[src/design/ray_box_slab_intersection_assert.svh]
// Assertion macros shared by the ray/box slab test modules
`ifndef RAY_BOX_SLAB_INTERSECTION_ASSERT_SVH
`define RAY_BOX_SLAB_INTERSECTION_ASSERT_SVH

// same-cycle implication
`define RBSI_ASSERT_IMP(label, clk, rst_n, ante, cons, msg) \
	label: assert property (@(posedge clk) disable iff (!rst_n) (ante) |-> (cons)) \
		else $error(msg);

// next-cycle implication
`define RBSI_ASSERT_NXT(label, clk, rst_n, ante, cons, msg) \
	label: assert property (@(posedge clk) disable iff (!rst_n) (ante) |=> (cons)) \
		else $error(msg);

`endif

[src/design/rbsi_pkg.sv]
// Package: shared types and constants of the ray/box slab test
`timescale 1ns / 1ps
package rbsi_pkg;

	localparam int unsigned AXES        = 3;
	localparam int unsigned QBITS       = 32;
	localparam int unsigned BPS         = 2;
	localparam int unsigned DIV_STAGES  = QBITS / BPS;
	localparam int unsigned RECIP_SHIFT = 30;
	localparam int unsigned CFG_IDX_W   = 3;

	typedef enum logic [CFG_IDX_W-1:0] {
		REG_X_LOW  = 3'd0,
		REG_X_HIGH = 3'd1,
		REG_Y_LOW  = 3'd2,
		REG_Y_HIGH = 3'd3,
		REG_Z_LOW  = 3'd4,
		REG_Z_HIGH = 3'd5
	} cfg_reg_t;

	typedef enum logic [1:0] {
		OUT_HIT_AHEAD   = 2'd0,
		OUT_MISS_AHEAD  = 2'd1,
		OUT_HIT_BEHIND  = 2'd2,
		OUT_MISS_BEHIND = 2'd3
	} outcome_t;

	// one classified ray as queued between front and back
	typedef struct packed {
		logic [AXES-1:0]             dneg;
		logic [AXES-1:0][15:0]       dmag;
		logic [AXES-1:0][32:0]       dlo;
		logic [AXES-1:0][32:0]       dhi;
	} ray_item_t;

	typedef logic signed [47:0] dist_t;

endpackage

[src/design/rbsi_fifo.sv]
// Short request queue between front and back
`timescale 1ns / 1ps
`include "ray_box_slab_intersection_assert.svh"
module rbsi_fifo #(
	parameter int unsigned DEPTH = 4
) (
	input  logic                clk,
	input  logic                arst_n,
	input  logic                push,
	input  rbsi_pkg::ray_item_t push_data,
	output logic                full,
	input  logic                pop,
	output rbsi_pkg::ray_item_t pop_data,
	output logic                not_empty
);

	localparam int unsigned PTR_W = (DEPTH > 1) ? $clog2(DEPTH) : 1;
	localparam int unsigned CNT_W = $clog2(DEPTH + 1);

	rbsi_pkg::ray_item_t mem_q [DEPTH];
	logic [PTR_W-1:0]    wr_q;
	logic [PTR_W-1:0]    rd_q;
	logic [CNT_W-1:0]    count_q;

	assign full      = (count_q == CNT_W'(DEPTH));
	assign not_empty = (count_q != '0);
	assign pop_data  = mem_q[rd_q];

	always_ff @(posedge clk) begin
		if (push) begin
			mem_q[wr_q] <= push_data;
		end
	end

	always_ff @(posedge clk or negedge arst_n) begin
		if (!arst_n) begin
			wr_q    <= '0;
			rd_q    <= '0;
			count_q <= '0;
		end else begin
			if (push) begin
				wr_q <= (wr_q == PTR_W'(DEPTH - 1)) ? '0 : wr_q + 1'b1;
			end
			if (pop) begin
				rd_q <= (rd_q == PTR_W'(DEPTH - 1)) ? '0 : rd_q + 1'b1;
			end
			case ({push, pop})
				2'b10: begin
					count_q <= count_q + 1'b1;
				end
				2'b01: begin
					count_q <= count_q - 1'b1;
				end
				default: begin
				end
			endcase
		end
	end

	`RBSI_ASSERT_IMP(a_cnt_bound, clk, arst_n, 1'b1, count_q <= CNT_W'(DEPTH), "queue overfilled")
	`RBSI_ASSERT_IMP(a_pop_nonempty, clk, arst_n, pop, count_q != '0, "pop from empty queue")
	`RBSI_ASSERT_NXT(a_cnt_inc, clk, arst_n, push && !pop, count_q == $past(count_q) + 1'b1, "count lost a push")

endmodule

[config.mk]
export PLATFORM = sky130hd
export DESIGN_NAME = rbsi_fifo
export DESIGN_NICKNAME = d
export VERILOG_FILES = /design/src/design/rbsi_pkg.sv /design/src/design/rbsi_fifo.sv
export VERILOG_INCLUDE_DIRS = /design/src /design/src/design
export SDC_FILE = /design/constraint.sdc
export NUM_CORES = 1
export LEC_CHECK = 0
export ABC_AREA = 1
export BUFFER_PORTS_ARGS = -buffer_cell sky130_fd_sc_hd__buf_2
export CAP_MARGIN = 20
export CORE_ASPECT_RATIO = 0.5
export CORE_MARGIN = 4
export CORE_UTILIZATION = 54
export CTS_BUF_LIST = sky130_fd_sc_hd__clkbuf_8
export CTS_CLUSTER_SIZE = 24
export DETAILED_ROUTE_END_ITERATION = 10
export HOLD_SLACK_MARGIN = 0.12
export PLACE_DENSITY_LB_ADDON = 0.08
export SKIP_LAST_GASP = 1
export SLEW_MARGIN = 20
export SYNTH_ARGS = -nofsm -noshare
export SYNTH_HDL_FRONTEND = slang
export SYNTH_SLANG_ARGS = --single-unit
export TNS_END_PERCENT = 5
[constraint.sdc]
create_clock -name clk -period 6.5 [get_ports clk]
set_input_delay 0.325 -clock clk [delete_from_list [all_inputs] [get_ports clk]]
set_output_delay 0.325 -clock clk [all_outputs]
set_load 0.03 [all_outputs]
==> results_dict.tcl, run 1 <==
set metrics [dict create \
    status "complete, no violations" \
    drt_wl_total_um 86400 \
    critPathMaxStageDelay_ps 870 \
    r2r-end "mem_q[0][121]" \
    synth_largest_area_cell "edfxtp_1" \
    post-route-util 0.666 \
    syn_inst 2958 \
    cp.depth 6 \
    dieHeight_um 199 \
    post_drt_via_cell_ratio 5.06 \
    setup_viol 0 \
    finalNetCount 3970 \
    path_clk_slew_ps 70 \
    firstDrtPassIters 5 \
    worst-path-buf-inv 3 \
    grt_max_degree 259 \
    instances_no_fill 4773 \
    grt_first_pass_wirelength_um 131000 \
    num_rows 69 \
    hold_class "in -> reg" \
    final_common_cell "edfxtp_1" \
    syn_nets 3218 \
    drive_gt1_frac 0.183 \
    die_area_mm2 0.0779 \
    path_cells "inv_8 -> buf_4 -> nand2_1 -> o211ai_1 -> nand2_1 -> buf_2" \
    path_common_cell "nand2_1" \
    first_iter_violations 1269 \
    grt_pass1_vias 24000 \
    start_kind "flop" \
    syn_avg_cell_area_um2 13.4 \
    crit_path_end "pop_data[190]" \
    p_leak_nw 19.4 \
    power_density_mw_per_mm2 442 \
    cts_tree "built" \
    netlist_area_mm2 0.0396 \
    dpl_cell_area_mm2 0.0427 \
    reg2reg_depth 5 \
    final_area_mm2 0.0478 \
    h-tree-depth 4 \
    grt_overflow 0 \
    period_minus_slack_ps 3830 \
    r2r_start "wr_q[0]" \
    cp_max_fo 189 \
    syn2layout_area_growth_pct 20.8 \
    critPathCaptureType "output port" \
    grt_use_total 0.221 \
    cts_setup_buffers 0 \
    worst_pin_slew_ps 1100 \
    pin_count 504 \
    path_class "reg -> out" \
    arrival_ps 3500 \
    antenna_found_initial 2 \
    drcViolationCount 0 \
    clock-sinks 1003 \
    place.gp.congestion 0.779 \
    routedWlPerCell_um 18.1 \
    cts.root.buffer_cell "clkbuf_8" \
    nFillCells 5275 \
    startpoint "rd_q[0]" \
    synth_seq_cells 1003 \
    period_share 0.589 \
    r2r_slack_ps 3770 \
    crit_slowest_cell "buf_4" \
    layout_setup_ws_ps 2670 \
    clockBufferDepth 3 \
    initial_core_util 0.551 \
    multiInputGateArea_mm2 0.00675 \
    synth_seq_area_share 0.760 \
    maxSlewViolCount 0 \
    yosys.area.top_type_share 0.756 \
    cts_made_buffers 141 \
    path_delay_family "buffers and inverters" \
    timing.fmax_ghz 0.261 \
    ctsHoldBuffers 253 \
    rsz0062_at_grt "no" \
    vias 24200 \
    dp_slack_ps 3470 \
    place_inst 4272 \
    hold_viol 0 \
    die_x_um 391 \
    clock_latency_ps 750 \
    register_area_mm2 0.0301 \
    cp.required_ps 6170 \
    core_area_mm2 0.0717 \
    fin_skew_ps 22.0 \
    max_cap_viol_count 0 \
    maxSlewHeadroom 0.269 \
    synth_warnings 0 \
    antenna_left 0 \
    hpwl_um 48700 \
    tns_ps 0 \
    io_buffer_count 503 \
    peakVddDrop_uv 467 \
    synth_cell_types 20 \
    synth_area_leaders "edfxtp_1 76%, o211ai_1 9.5%, nand2_1 7.2%" \
    layout_common_cells "996 x edfxtp_1, 759 x nand2_1, 550 x inv_1" \
    ctsResizeCount 0 \
]
-- cells by family after synthesis --
family                     after synthesis  synth area share
xor gates and xnor gates                 1          0.000221
AOI/OAI and AO/OA                      504            0.0953
adders and majority gates                7           0.00240
buffers and inverters                  679            0.0690
and+or+nand+nor                        764            0.0726
DFF                                   1003             0.760
-- where the power goes --
group	switching, mW	leakage (nW)	internal [mW]
clock	2.28	1.43	2.18
sequential	0.243	9.23	8.41
combinational	5.98	8.75	2.01
-- metal layers --
layer / vias to the layer above / routed length (um) / global-route usage
met5: - / 0 / 0
met4: 0 / 2400 / 0.0819
met3: 156 / 3300 / 0.0429
met2: 485 / 46800 / 0.411
met1: 11600 / 33900 / 0.256
li1: 11900 / - / -
-- flip-flops by register name, summed over array words and instances (netlist names) --
register / cells
mem_q: 996
rd_q: 2
wr_q: 2
count_q: 3
-- cells in the mapped netlist, drive strengths merged --
cell type,instances
edfxtp,996
nand2,759
inv,513
o211ai,498
buf,127
clkbuf,39
dfrtp,7
ha,6
o21ai,5
nand3,2
a21oi,1
fa,1
nand4,1
nor2,1
nor3,1
xnor2,1
-- final cells by class --
| type | instances | area share |
|---|---|---|
| clock inverters | 94 | 0.00859 |
| diodes | 2 | 0.000105 |
| clock buffers | 152 | 0.0438 |
| well taps | 958 | 0.0251 |
| inverters | 513 | 0.0412 |
| repair buffers | 775 | 0.110 |
| multi-input cells | 1276 | 0.141 |
| flip-flops and latches | 1003 | 0.630 |
-- worst min-delay path by stage --
stage	startpoint	endpoint	slack, ps	depth (start not counted)
2_1_floorplan	arst_n	count_q[0]	30	0
3_3_place_gp	arst_n	count_q[2]	170	1
3_5_place_dp	arst_n	count_q[0]	170	1
4_1_cts	push_data[54]	mem_q[2][54]	230	2
5_1_grt	push_data[179]	mem_q[2][179]	240	2
6_report	push_data[58]	mem_q[0][58]	310	2
-- per-stage QoR --
| step | hold slack (ps) | power, mW |
|---|---|---|
| after CTS | 229 | 21.4 |
| after global routing | 239 | 22.3 |
| after global placement | 170 | 16.7 |
| after detailed placement | 170 | 16.8 |
| after floorplan | 29.4 | 14.6 |
| final | 315 | 21.1 |
Note: power is estimated with default switching activity, not from simulation.
==> run 2: changes to the inputs <==
- clock period: 6.5 -> 3.11 ns (I/O delays scaled with it)
==> results_dict.tcl, run 2 (synthesized netlist as in run 1, its figures left out) <==
set metrics [dict create \
    start_kind "flop" \
    final_area_mm2 0.0506 \
    largest-register "mem_q" \
    rsz0062_at_grt "yes" \
    period_minus_slack_ps 2900 \
    grt_use_total 0.231 \
    r2r-end "mem_q[1][142]" \
    power_mw 44.8 \
    p_leak_nw 20.6 \
    peakVddDrop_uv 688 \
    post_drt_via_cell_ratio 5.05 \
    grt_pass1_vias 25900 \
    io_buffer_count 503 \
    final_common_cell "edfxtp_1" \
    dieHeight_um 199 \
    maxSlewHeadroom 0.332 \
    p_int_mw 26.8 \
    critPathCaptureType "output port" \
    antenna_found_initial 5 \
    r2r_slack_ps 1110 \
    cts_setup_buffers 0 \
    finalNetCount 4238 \
    dp_slack_ps 963 \
    firstDrtPassIters 6 \
    core_area_mm2 0.0717 \
    num_rows 69 \
    initial_core_util 0.551 \
    antenna_left 0 \
    setup_viol 0 \
    cts_tree "built" \
    path_clk_slew_ps 70 \
    routedWlPerCell_um 17.8 \
    min_from "push_data[236]" \
    maxSlewViolCount 0 \
    clock-sinks 1003 \
    dpl_cell_area_mm2 0.0433 \
    die_area_mm2 0.0779 \
    largestRegisters "mem_q: 996 flops, count_q: 3 flops" \
    grt_max_degree 125 \
    cts_made_buffers 140 \
    largest_reg_flops 996 \
    hold_ws_ps 189 \
    instances_no_fill 5041 \
    tns_ps 0 \
    p_sw_frac 0.402 \
    nFillCells 4965 \
    hpwl_um 51100 \
    max_cap_viol_count 0 \
    status "complete, no violations" \
    clockPowerShare 0.206 \
    layout_setup_ws_ps 209 \
    pwr-share-comb 0.392 \
    multiInputGateArea_mm2 0.00676 \
    layout_common_cells "996 x edfxtp_1, 755 x nand2_1, 557 x inv_1" \
    drive_gt1_frac 0.182 \
    die_x_um 391 \
    vias 25400 \
    period_share 0.933 \
    holdPathStages 2 \
    place.gp.congestion 0.772 \
    h-tree-depth 4 \
    ctsResizeCount 0 \
    grt_first_pass_wirelength_um 139000 \
    cp.required_ps 2950 \
    timing.fmax_ghz 0.345 \
    worst_pin_slew_ps 1000 \
    pin_count 504 \
    place_inst 4315 \
    fin_skew_ps 17.5 \
    hold_class "in -> reg" \
    power.switching_mw 18.0 \
    cts.root.buffer_cell "clkbuf_8" \
    hold_viol 0 \
    seq_power_share 0.403 \
    arrival_ps 2750 \
    reg2reg_depth 4 \
    path_class "reg -> out" \
    holdPathEnd "mem_q[1][236]" \
    clockBufferDepth 3 \
    r2r_start "wr_q[0]" \
    post-route-util 0.705 \
    register_area_mm2 0.0301 \
    grt_overflow 0 \
    power_density_mw_per_mm2 886 \
    drcViolationCount 0 \
    first_iter_violations 1210 \
    drt_wl_total_um 89900 \
    clock_latency_ps 770 \
    syn2layout_area_growth_pct 27.8 \
    cp_max_fo 79 \
]
## run 2: cell count changes in the layout (fill, tap and decap cells not counted), moves of 4 or more
cell,delta
dlygate4sd3_1,+226
buf_4,+24
buf_12,+19
inv_1,+7
clkinv_1,-6
clkbuf_8,-4
clkinvlp_4,+4
inv_8,-4
nand2_1,-4
nand2_2,+4
## run 2: cell type report
cell class | count | share of cell area
Antenna cell | 5 | 0.000247
Clock buffer | 148 | 0.0403
Clock inverter | 94 | 0.00814
Inverter | 513 | 0.0387
Multi-Input combinational cell | 1276 | 0.134
Sequential cell | 1003 | 0.595
Tap cell | 958 | 0.0237
Timing Repair Buffer | 1044 | 0.160
## run 2: worst max path at each step
stage                       start      endpoint  slack, ps
after floorplan           wr_q[0]   mem_q[0][0]      -1690
final                     rd_q[0]  pop_data[65]        210
after global routing      rd_q[0]  pop_data[68]        -20
after global placement    rd_q[0]  pop_data[75]       1020
after CTS                 rd_q[0]  pop_data[65]         80
after detailed placement  rd_q[0]  pop_data[65]        960
## run 2: what timing repair did
item | CTS | global route
setup endpoints to repair | 0 | 9
hold endpoints to repair | 1010 | 0
hold buffers | 479 | 0
## run 2: power groups by stage
stage,logic [mW],registers (mW),clock network (mW)
global placement,17.1,18.3,0
CTS,17.8,18.0,9.47
detailed placement,17.3,18.3,0
finish,17.5,18.0,9.21
floorplan,11.6,18.6,0
global route,19.0,18.2,10.2
## run 2: layer usage
metal	up-vias	GRT usage	part of all wire
li1	12500	-	-
met1	12300	0.267	0.39
met2	508	0.423	0.53
met3	193	0.0426	0.039
met4	0	0.105	0.037
met5	-	0	0
## run 2: critical path, stage by stage (launching register included)
cell	delay [ps]
dfrtp_1	460
inv_8	380
buf_4	500
nand2_1	100
o211ai_1	100
nand2_1	110
buf_2	190
