**config.mk**
```make
export PLATFORM = sky130hd
export DESIGN_NAME = rbsi_front
export DESIGN_NICKNAME = d
export VERILOG_FILES = /design/src/design/ray_box_slab_intersection_assert.svh /design/src/design/rbsi_pkg.sv /design/src/design/rbsi_front.sv
export SDC_FILE = /design/constraint.sdc
export NUM_CORES = 1
export LEC_CHECK = 0
export ABC_AREA = 0
export BUFFER_PORTS_ARGS = -buffer_cell sky130_fd_sc_hd__buf_2
export CAP_MARGIN = 20
export CORE_MARGIN = 2
export CORE_UTILIZATION = 40
export DETAILED_ROUTE_END_ITERATION = 6
export HOLD_SLACK_MARGIN = 0.08
export PLACE_DENSITY = 0.62
export SYNTH_ARGS = -nofsm -noshare
export SYNTH_HDL_FRONTEND = slang
export SYNTH_SLANG_ARGS = --single-unit
```
**constraint.sdc**
```tcl
create_clock -name clk -period 3.2 [get_ports clk]
set_input_delay 0.32 -clock clk [delete_from_list [all_inputs] [get_ports clk]]
set_output_delay 0.32 -clock clk [all_outputs]
set_load 0.05 [all_outputs]
```
**src/design/ray_box_slab_intersection_assert.svh**
```systemverilog
// Assertion macros shared by the ray/box slab test modules
`ifndef RAY_BOX_SLAB_INTERSECTION_ASSERT_SVH
`define RAY_BOX_SLAB_INTERSECTION_ASSERT_SVH

// same-cycle implication
`define RBSI_ASSERT_IMP(label, clk, rst_n, ante, cons, msg) \
	label: assert property (@(posedge clk) disable iff (!rst_n) (ante) |-> (cons)) \
		else $error(msg);

// next-cycle implication
`define RBSI_ASSERT_NXT(label, clk, rst_n, ante, cons, msg) \
	label: assert property (@(posedge clk) disable iff (!rst_n) (ante) |=> (cons)) \
		else $error(msg);

`endif

```
**src/design/rbsi_pkg.sv**
```systemverilog
// Package: shared types and constants of the ray/box slab test
`timescale 1ns / 1ps
package rbsi_pkg;

	localparam int unsigned AXES        = 3;
	localparam int unsigned QBITS       = 32;
	localparam int unsigned BPS         = 2;
	localparam int unsigned DIV_STAGES  = QBITS / BPS;
	localparam int unsigned RECIP_SHIFT = 30;
	localparam int unsigned CFG_IDX_W   = 3;

	typedef enum logic [CFG_IDX_W-1:0] {
		REG_X_LOW  = 3'd0,
		REG_X_HIGH = 3'd1,
		REG_Y_LOW  = 3'd2,
		REG_Y_HIGH = 3'd3,
		REG_Z_LOW  = 3'd4,
		REG_Z_HIGH = 3'd5
	} cfg_reg_t;

	typedef enum logic [1:0] {
		OUT_HIT_AHEAD   = 2'd0,
		OUT_MISS_AHEAD  = 2'd1,
		OUT_HIT_BEHIND  = 2'd2,
		OUT_MISS_BEHIND = 2'd3
	} outcome_t;

	// one classified ray as queued between front and back
	typedef struct packed {
		logic [AXES-1:0]             dneg;
		logic [AXES-1:0][15:0]       dmag;
		logic [AXES-1:0][32:0]       dlo;
		logic [AXES-1:0][32:0]       dhi;
	} ray_item_t;

	typedef logic signed [47:0] dist_t;

endpackage

```
**src/design/rbsi_front.sv**
```systemverilog
// Front: box registers, config port and ray classification
`timescale 1ns / 1ps
module rbsi_front (
	input  logic                                              clk,
	input  logic                                              arst_n,
	input  logic                                              cfg_valid,
	input  logic [rbsi_pkg::CFG_IDX_W-1:0]                    cfg_index,
	input  logic [31:0]                                       cfg_data,
	input  logic [rbsi_pkg::AXES-1:0][31:0]                   origin,
	input  logic [rbsi_pkg::AXES-1:0][15:0]                   dir,
	output rbsi_pkg::ray_item_t                               item
);

	logic [rbsi_pkg::AXES-1:0][1:0][31:0] box_q;

	always_ff @(posedge clk or negedge arst_n) begin
		if (!arst_n) begin
			box_q <= '0;
		end else if (cfg_valid) begin
			case (rbsi_pkg::cfg_reg_t'(cfg_index))
				rbsi_pkg::REG_X_LOW: begin
					box_q[0][0] <= cfg_data;
				end
				rbsi_pkg::REG_X_HIGH: begin
					box_q[0][1] <= cfg_data;
				end
				rbsi_pkg::REG_Y_LOW: begin
					box_q[1][0] <= cfg_data;
				end
				rbsi_pkg::REG_Y_HIGH: begin
					box_q[1][1] <= cfg_data;
				end
				rbsi_pkg::REG_Z_LOW: begin
					box_q[2][0] <= cfg_data;
				end
				rbsi_pkg::REG_Z_HIGH: begin
					box_q[2][1] <= cfg_data;
				end
				default: begin
				end
			endcase
		end
	end

	always_comb begin
		logic [15:0] d;
		item = '0;
		for (int a = 0; a < rbsi_pkg::AXES; a++) begin
			// zero direction counts as one LSB
			d = (dir[a] == '0) ? 16'd1 : dir[a];
			item.dneg[a] = d[15];
			item.dmag[a] = d[15] ? (~d + 16'd1) : d;
			item.dlo[a]  = {box_q[a][0][31], box_q[a][0]} - {origin[a][31], origin[a]};
			item.dhi[a]  = {box_q[a][1][31], box_q[a][1]} - {origin[a][31], origin[a]};
		end
	end

endmodule

```
==> flow_summary.json, run 1 <==
{
  "avgSynthCellArea_um2": 8.952,
  "grt_setup_unrepaired": "true",
  "min_period_over_period_pct": 117.0,
  "p_clk_share_pct": 9.1,
  "min_path_type": "input pin to flip-flop",
  "status": "finished with violations",
  "tightestPinTransition_ns": 0.7567,
  "synth_area_leaders": "dfrtp_1 27%, ha_1 13%, mux2_2 11%",
  "drv_cap": 0,
  "nNetsFinal": 3107,
  "synth_ff_type": "dfrtp_1",
  "critPathBufInv": 2,
  "relSlewSlack_pct": 49.55,
  "drt_iter0_drc": 692,
  "dpl.hpwl_um": 49610,
  "worstPathRequired_ns": 2.88,
  "clk-insertion-delay-late_ns": 0.45,
  "path_clk_slew_ns": 0.08,
  "fp-row-count": 78,
  "finalHoldViolations": 0,
  "hp-start": "cfg_data[0]",
  "cts_tree": "yes",
  "powerDensity_mw_per_mm2": 868.8,
  "hold_depth": 3,
  "fmax_ghz": 0.2671,
  "synth_warnings": 0,
  "drcViolationCount": 0,
  "numCtsBuffers": 17,
  "grt_max_degree": 88,
  "timing.rr.start": "box_q[161]",
  "die_w_um": 216.9,
  "dp_slack_ns": -0.3716,
  "crit_family": "compound AO/OA/AOI/OAI gates",
  "die_h_um": 216.9,
  "nFillCells": 3743,
  "grt_overflow": 0,
  "cp-end-kind": "output pin",
  "first_global_vias": 18110,
  "cpPeakStageDelay_ns": 0.37,
  "reg2reg_slack_ns": 2.16,
  "root_buffer": "clkbuf_16",
  "p_int_mw": 11.43,
  "ir_drop_v": 0.0008142,
  "path_cells": "inv_2, ha_4, fa_2, nor2b_2, o311a_1, o2111a_1, and4bb_2, o211a_4, o31ai_4, a31oi_2, o21ai_2, xor2_4, buf_12",
  "syn_nets": 2408,
  "crit_fanout": 3,
  "fin_hold_ws_ns": 0.2075,
  "ctsLongestPathBuffers": 2,
  "yosys.area.top_type": "dfrtp_1",
  "startpoint_type": "flip-flop",
  "swShare_pct": 52.16,
  "yosysMostFrequentCell": "ha_1",
  "antenna_found_initial": 7,
  "drv_slew": 0,
  "largest_reg_flops": 192,
  "min_period_ns": 3.744,
  "port_buffers": 430,
  "wire_per_inst_um": 19.02,
  "crit_slowest_cell": "dfrtp_1",
  "synth_seq_cells": 192,
  "grt_usage_pct": 25.65,
  "netlist_instances": 2025,
  "ys_seq_area_share_pct": 26.50,
  "setup_ws_ns": -0.5438,
  "layout-drive-gt1-share_pct": 47.20,
  "cts-htree-levels": 4,
  "num_vias": 18180,
  "r2r-end": "box_q[161]",
  "crit_arrival_ns": 3.42,
  "synth_async_sr_flop_share_pct": 100.0,
  "ant_nets": 0,
  "ioPinCount": 431,
  "hold_end": "box_q[64]",
  "seqPwrFrac_pct": 14.0,
  "worstSetupStartpoint": "box_q[96]",
  "path_class": "flip-flop to output pin",
  "reg2reg_depth": 3,
  "switchingPower_mw": 12.46,
  "core_mm2": 0.04509,
  "p_leak_nw": 13.28,
  "violations": "negative setup slack",
  "finalSetupViolCount": 95,
  "initial_utilization_pct": 40.21,
  "top_register": "box_q",
  "synth_common_cells": "195 x ha_1, 192 x dfrtp_1, 184 x mux2_2",
  "dr.pass1.iters": 5,
  "skew_ns": 0,
  "cts_sinks": 192,
  "syn_to_final_growth_pct": 51.70,
  "synth.distinct_cells": 84,
  "synth_edf_count": 0,
  "grt_first_pass_wirelength_um": 94920,
  "die-area_mm2": 0.04704,
  "power_frac_comb_pct": 77.0,
  "syn_area_mm2": 0.01813,
  "yosysTopAreaCellShare_pct": 26.50,
  "drt_wl_total_um": 63540,
  "biggestRegsByFlops": "box_q (192)",
  "gp_congestion": 0.9904,
  "via_per_inst": 5.440
}
-- area by class of cell --
cell class | count | area [um2] | area share [%]
inverter | 156 | 588.1 | 2.138
tap | 600 | 750.7 | 2.730
clock inverter | 14 | 143.9 | 0.5232
sequential | 192 | 4805 | 17.47
antenna | 4 | 10.01 | 0.03640
timing repair buffer | 730 | 5695 | 20.71
multi-input combinational | 1627 | 15070 | 54.80
clock buffer | 18 | 439.2 | 1.597
-- metal layers --
| metal | up-vias | track usage [%] | share of wire, % |
|---|---|---|---|
| li1 | 8745 | - | - |
| met1 | 8783 | 30.61 | 42 |
| met2 | 530 | 46.36 | 50 |
| met3 | 108 | 4.039 | 5.0 |
| met4 | 10 | 9.429 | 3.2 |
| met5 | - | 0 | 0.10 |
-- cells in the final DEF (no fill, tap or decap), types with 34 or more instances in the layout --
cell     count
buf_2      282
buf_4      268
dfrtp_1    192
mux2_2     184
ha_1       168
inv_1      148
buf_6      137
nand2_1    122
a21o_1     103
a21oi_1    101
nor2_1      99
xnor2_1     85
o21ai_0     69
xnor2_2     56
a21oi_2     38
o21a_1      34
-- cell families (layout without fill, tap and decap cells) --
group	after synthesis	after routing	synth area share (%)
buffers and inverters	206	918	4.272
multiplexers	185	185	11.48
AO/OA/AOI/OAI	577	577	21.29
XOR/XNOR	200	200	9.663
AND/OR/NAND/NOR	464	464	12.66
adder cells (fa/ha/maj)	201	201	14.12
other	0	4	0
flip-flops	192	192	26.50
-- per-stage QoR --
step	TNS [ns]	power (mW)	std cells	area (um2)	utilization (%)
2_1_floorplan	-0.2048	13.81	2025	18470	-
3_3_place_gp	-8.389	18.39	3223	23260	51.59
3_5_place_dp	-10.59	18.54	3223	23260	51.59
4_1_cts	-20.94	22.82	3298	26190	58.09
5_1_grt	-32.85	25.03	3339	27500	60.98
6_report	-18.75	23.89	3341	27500	60.99
-- timing repair --
item,in CTS,in global routing
endpoints found under the hold margin,84,0
buffers inserted,53,52
pin swaps,179,165
resized for setup,461,228
hold buffers,1,0
endpoints found under the setup margin,142,151
-- tightest hold or removal path, delay by kind of cell --
kind	cells	cell delay [ns]
buffers and inverters	1	0.16
and+or+nand+nor	1	0.07
AOI/OAI and AO/OA	1	0.07
-- worst max-delay path by stage --
stage,end,cells past startpoint
after floorplan,item[190],9
after global placement,item[26],16
after detailed placement,item[30],16
after CTS,item[63],13
after global routing,item[63],13
final,item[63],13
-- power groups by stage --
stage | registers, mW | logic [mW] | clock network (mW)
2_1_floorplan | 3.20 | 10.6 | 0
3_3_place_gp | 3.34 | 15.1 | 0
3_5_place_dp | 3.35 | 15.2 | 0
4_1_cts | 3.33 | 17.3 | 2.23
5_1_grt | 3.40 | 19.3 | 2.32
6_report | 3.34 | 18.4 | 2.17
Note: power is estimated with default switching activity, not from simulation.
==> run 2: changes to the inputs <==
--- a/config.mk
+++ b/config.mk
@@ -9,10 +9,10 @@
 export BUFFER_PORTS_ARGS = -buffer_cell sky130_fd_sc_hd__buf_2
 export CAP_MARGIN = 20
 export CORE_MARGIN = 2
-export CORE_UTILIZATION = 40
+export CORE_UTILIZATION = 55
 export DETAILED_ROUTE_END_ITERATION = 6
 export HOLD_SLACK_MARGIN = 0.08
-export PLACE_DENSITY = 0.62
+export PLACE_DENSITY = 0.82
 export SYNTH_ARGS = -nofsm -noshare
 export SYNTH_HDL_FRONTEND = slang
 export SYNTH_SLANG_ARGS = --single-unit
==> constraint.sdc (replaced) <==
create_clock -name clk -period 3.2 [get_ports clk]
set_input_delay 0.32 -clock clk [delete_from_list [all_inputs] [get_ports clk]]
set_output_delay 0.32 -clock clk [all_outputs]
set_load 0.005 [all_outputs]
==> run 2 against run 1 <==
  * The flow still finishes with violations (negative setup slack)
  * Clock power up 4%
  * Sequential share of layout area grew 2.1 points
  * Global-route usage is 8.4 points higher
  * Via count rose by 2.8%
  * Combinational power down 41%
  * Utilization rose by 15 points
  * Clock skew unchanged
  * First-iteration DRC count up 110%
==> flow_summary.json, run 2 (same netlist as run 1, synthesis figures left out) <==
{
  "status": "finished with violations",
  "dr_wl_met2_um": 30450,
  "port_buffers": 430,
  "largest_reg_flops": 192,
  "fin_hold_ws_ns": 0.2087,
  "ir_drop_v": 0.0003742,
  "grt_max_degree": 83,
  "numCtsBuffers": 17,
  "syn_to_final_growth_pct": 35.63,
  "die_h_um": 185.6,
  "r2r-end": "box_q[38]",
  "finalHoldViolations": 0,
  "crit_fanout": 2,
  "nNetsFinal": 2998,
  "via_per_inst": 6.051,
  "relSlewSlack_pct": 53.46,
  "top_layer_used": "met5",
  "hold_depth": 3,
  "num_vias": 18680,
  "reg2reg_slack_ns": 2.27,
  "first_global_vias": 18140,
  "dr_wl_met3_um": 4582,
  "cts_tree": "yes",
  "hold_end": "box_q[65]",
  "violations": "negative setup slack",
  "top_register": "box_q",
  "root_buffer": "clkbuf_16",
  "core_mm2": 0.03254,
  "grt_usage_pct": 34.08,
  "ant_nets": 0,
  "antenna_found_initial": 17,
  "min_period_ns": 3.775,
  "grt_overflow": 0,
  "finalSetupViolCount": 94,
  "setup_ws_ns": -0.5751,
  "powerDensity_mw_per_mm2": 667.8,
  "wire_per_inst_um": 20.47,
  "cp-end-kind": "output pin",
  "tightestPinTransition_ns": 0.6981,
  "cts-htree-levels": 4,
  "drv_slew": 0,
  "die-area_mm2": 0.03443,
  "fp-row-count": 66,
  "grt_first_pass_wirelength_um": 92040,
  "drt_wl_total_um": 63200,
  "drcViolationCount": 0,
  "min_period_over_period_pct": 118.0,
  "skew_ns": 0,
  "clk-insertion-delay-late_ns": 0.45,
  "drt_iter0_drc": 1446,
  "min_path_type": "input pin to flip-flop",
  "fin_cells": 3087,
  "final_cell_mix": "425 x buf_2, 192 x dfrtp_1, 184 x mux2_2, 166 x ha_1, 148 x inv_1",
  "ctsLongestPathBuffers": 2,
  "initial_utilization_pct": 55.72,
  "layout-drive-gt1-share_pct": 42.20,
  "placedCellCount": 2954,
  "hp-start": "cfg_data[1]",
  "startpoint_type": "flip-flop",
  "dpl.hpwl_um": 46210,
  "die_w_um": 185.6,
  "path_clk_slew_ns": 0.08,
  "met1_length_um": 24240,
  "worstPathRequired_ns": 2.88,
  "gp_congestion": 0.9765,
  "ioPinCount": 431,
  "reg2reg_depth": 2,
  "fmax_ghz": 0.2649,
  "cts_sinks": 192,
  "path_class": "flip-flop to output pin",
  "p_leak_nw": 12.05,
  "drv_cap": 0,
  "biggestRegsByFlops": "box_q (192)",
  "crit_arrival_ns": 3.46,
  "grt_setup_unrepaired": "true",
  "timing.rr.start": "box_q[38]",
  "final_common_cell": "buf_2",
  "dr.pass1.iters": 5
}
[run 2: cell types whose count changed in the layout (fill, tap and decap cells not counted), sizes merged]
cell    previous run  this run
clkinv             3         2
bufinv             1         2
diode              4        17
buf              718       619
clkbuf            29        19
[run 2: per-layer routing]
metal	vias to the layer above	global-route usage, %
met5	-	0
met4	2	21.04
met3	224	5.987
met2	937	58.51
met1	8980	39.60
li1	8535	-
[run 2: layout make-up]
type                    instances  area (um2)
flip-flops and latches        192        4805
repair buffers                621        3816
clock inverters                14       172.7
diodes                         17       42.54
well taps                     442       553.0
multi-input cells            1627       14170
fillers                      2287        7948
clock buffers                  18       439.2
inverters                     156       588.1
[run 2: worst max-delay path by stage]
stage / startpoint / to / slack [ns]
finish: box_q[96] / item[63] / -0.58
global route: box_q[96] / item[63] / -0.63
CTS: box_q[96] / item[65] / -0.43
detailed placement: origin[32] / item[63] / -0.22
global placement: origin[32] / item[63] / -0.20
floorplan: box_q[96] / item[63] / 0.26
[run 2: timing repair]
action / CTS / global route
gates resized for setup: 220 / 175
buffers inserted: 58 / 48
setup endpoints to repair: 108 / 126
pin swaps: 144 / 139
hold endpoints to repair: 79 / 0
hold buffers: 1 / 0
[run 2: worst max-delay path, stage by stage (launching register included)]
cell      delay (ns)
dfrtp_1         0.36
inv_1           0.05
ha_2            0.18
fa_2            0.34
nor2b_2         0.17
o311a_1         0.22
o2111a_1        0.25
and4bb_2        0.28
o211a_1         0.28
o31ai_4         0.22
a31oi_1         0.14
o21ai_1         0.23
xor2_1          0.15
buf_2           0.12
[run 2: per-stage QoR]
stage	power (mW)	TNS (ns)	cell area (um2)	utilization (%)	worst slack, ns
floorplan	8.622	0	18130	-	0.2617
global placement	11.86	-1.079	21480	66.02	-0.2035
detailed placement	12.09	-2.298	21480	66.02	-0.2229
CTS	15.32	-11.16	23500	72.22	-0.4307
global route	17.40	-27.25	24580	75.55	-0.6283
finish	16.42	-16.08	24590	75.57	-0.5751
[run 2: power breakdown]
group | switching [mW] | leakage, nW | internal, mW
clock network | 1.06 | 0.293 | 1.20
registers | 0.387 | 2.31 | 2.96
logic | 5.59 | 9.45 | 5.21
total | 7.04 | 12.1 | 9.38
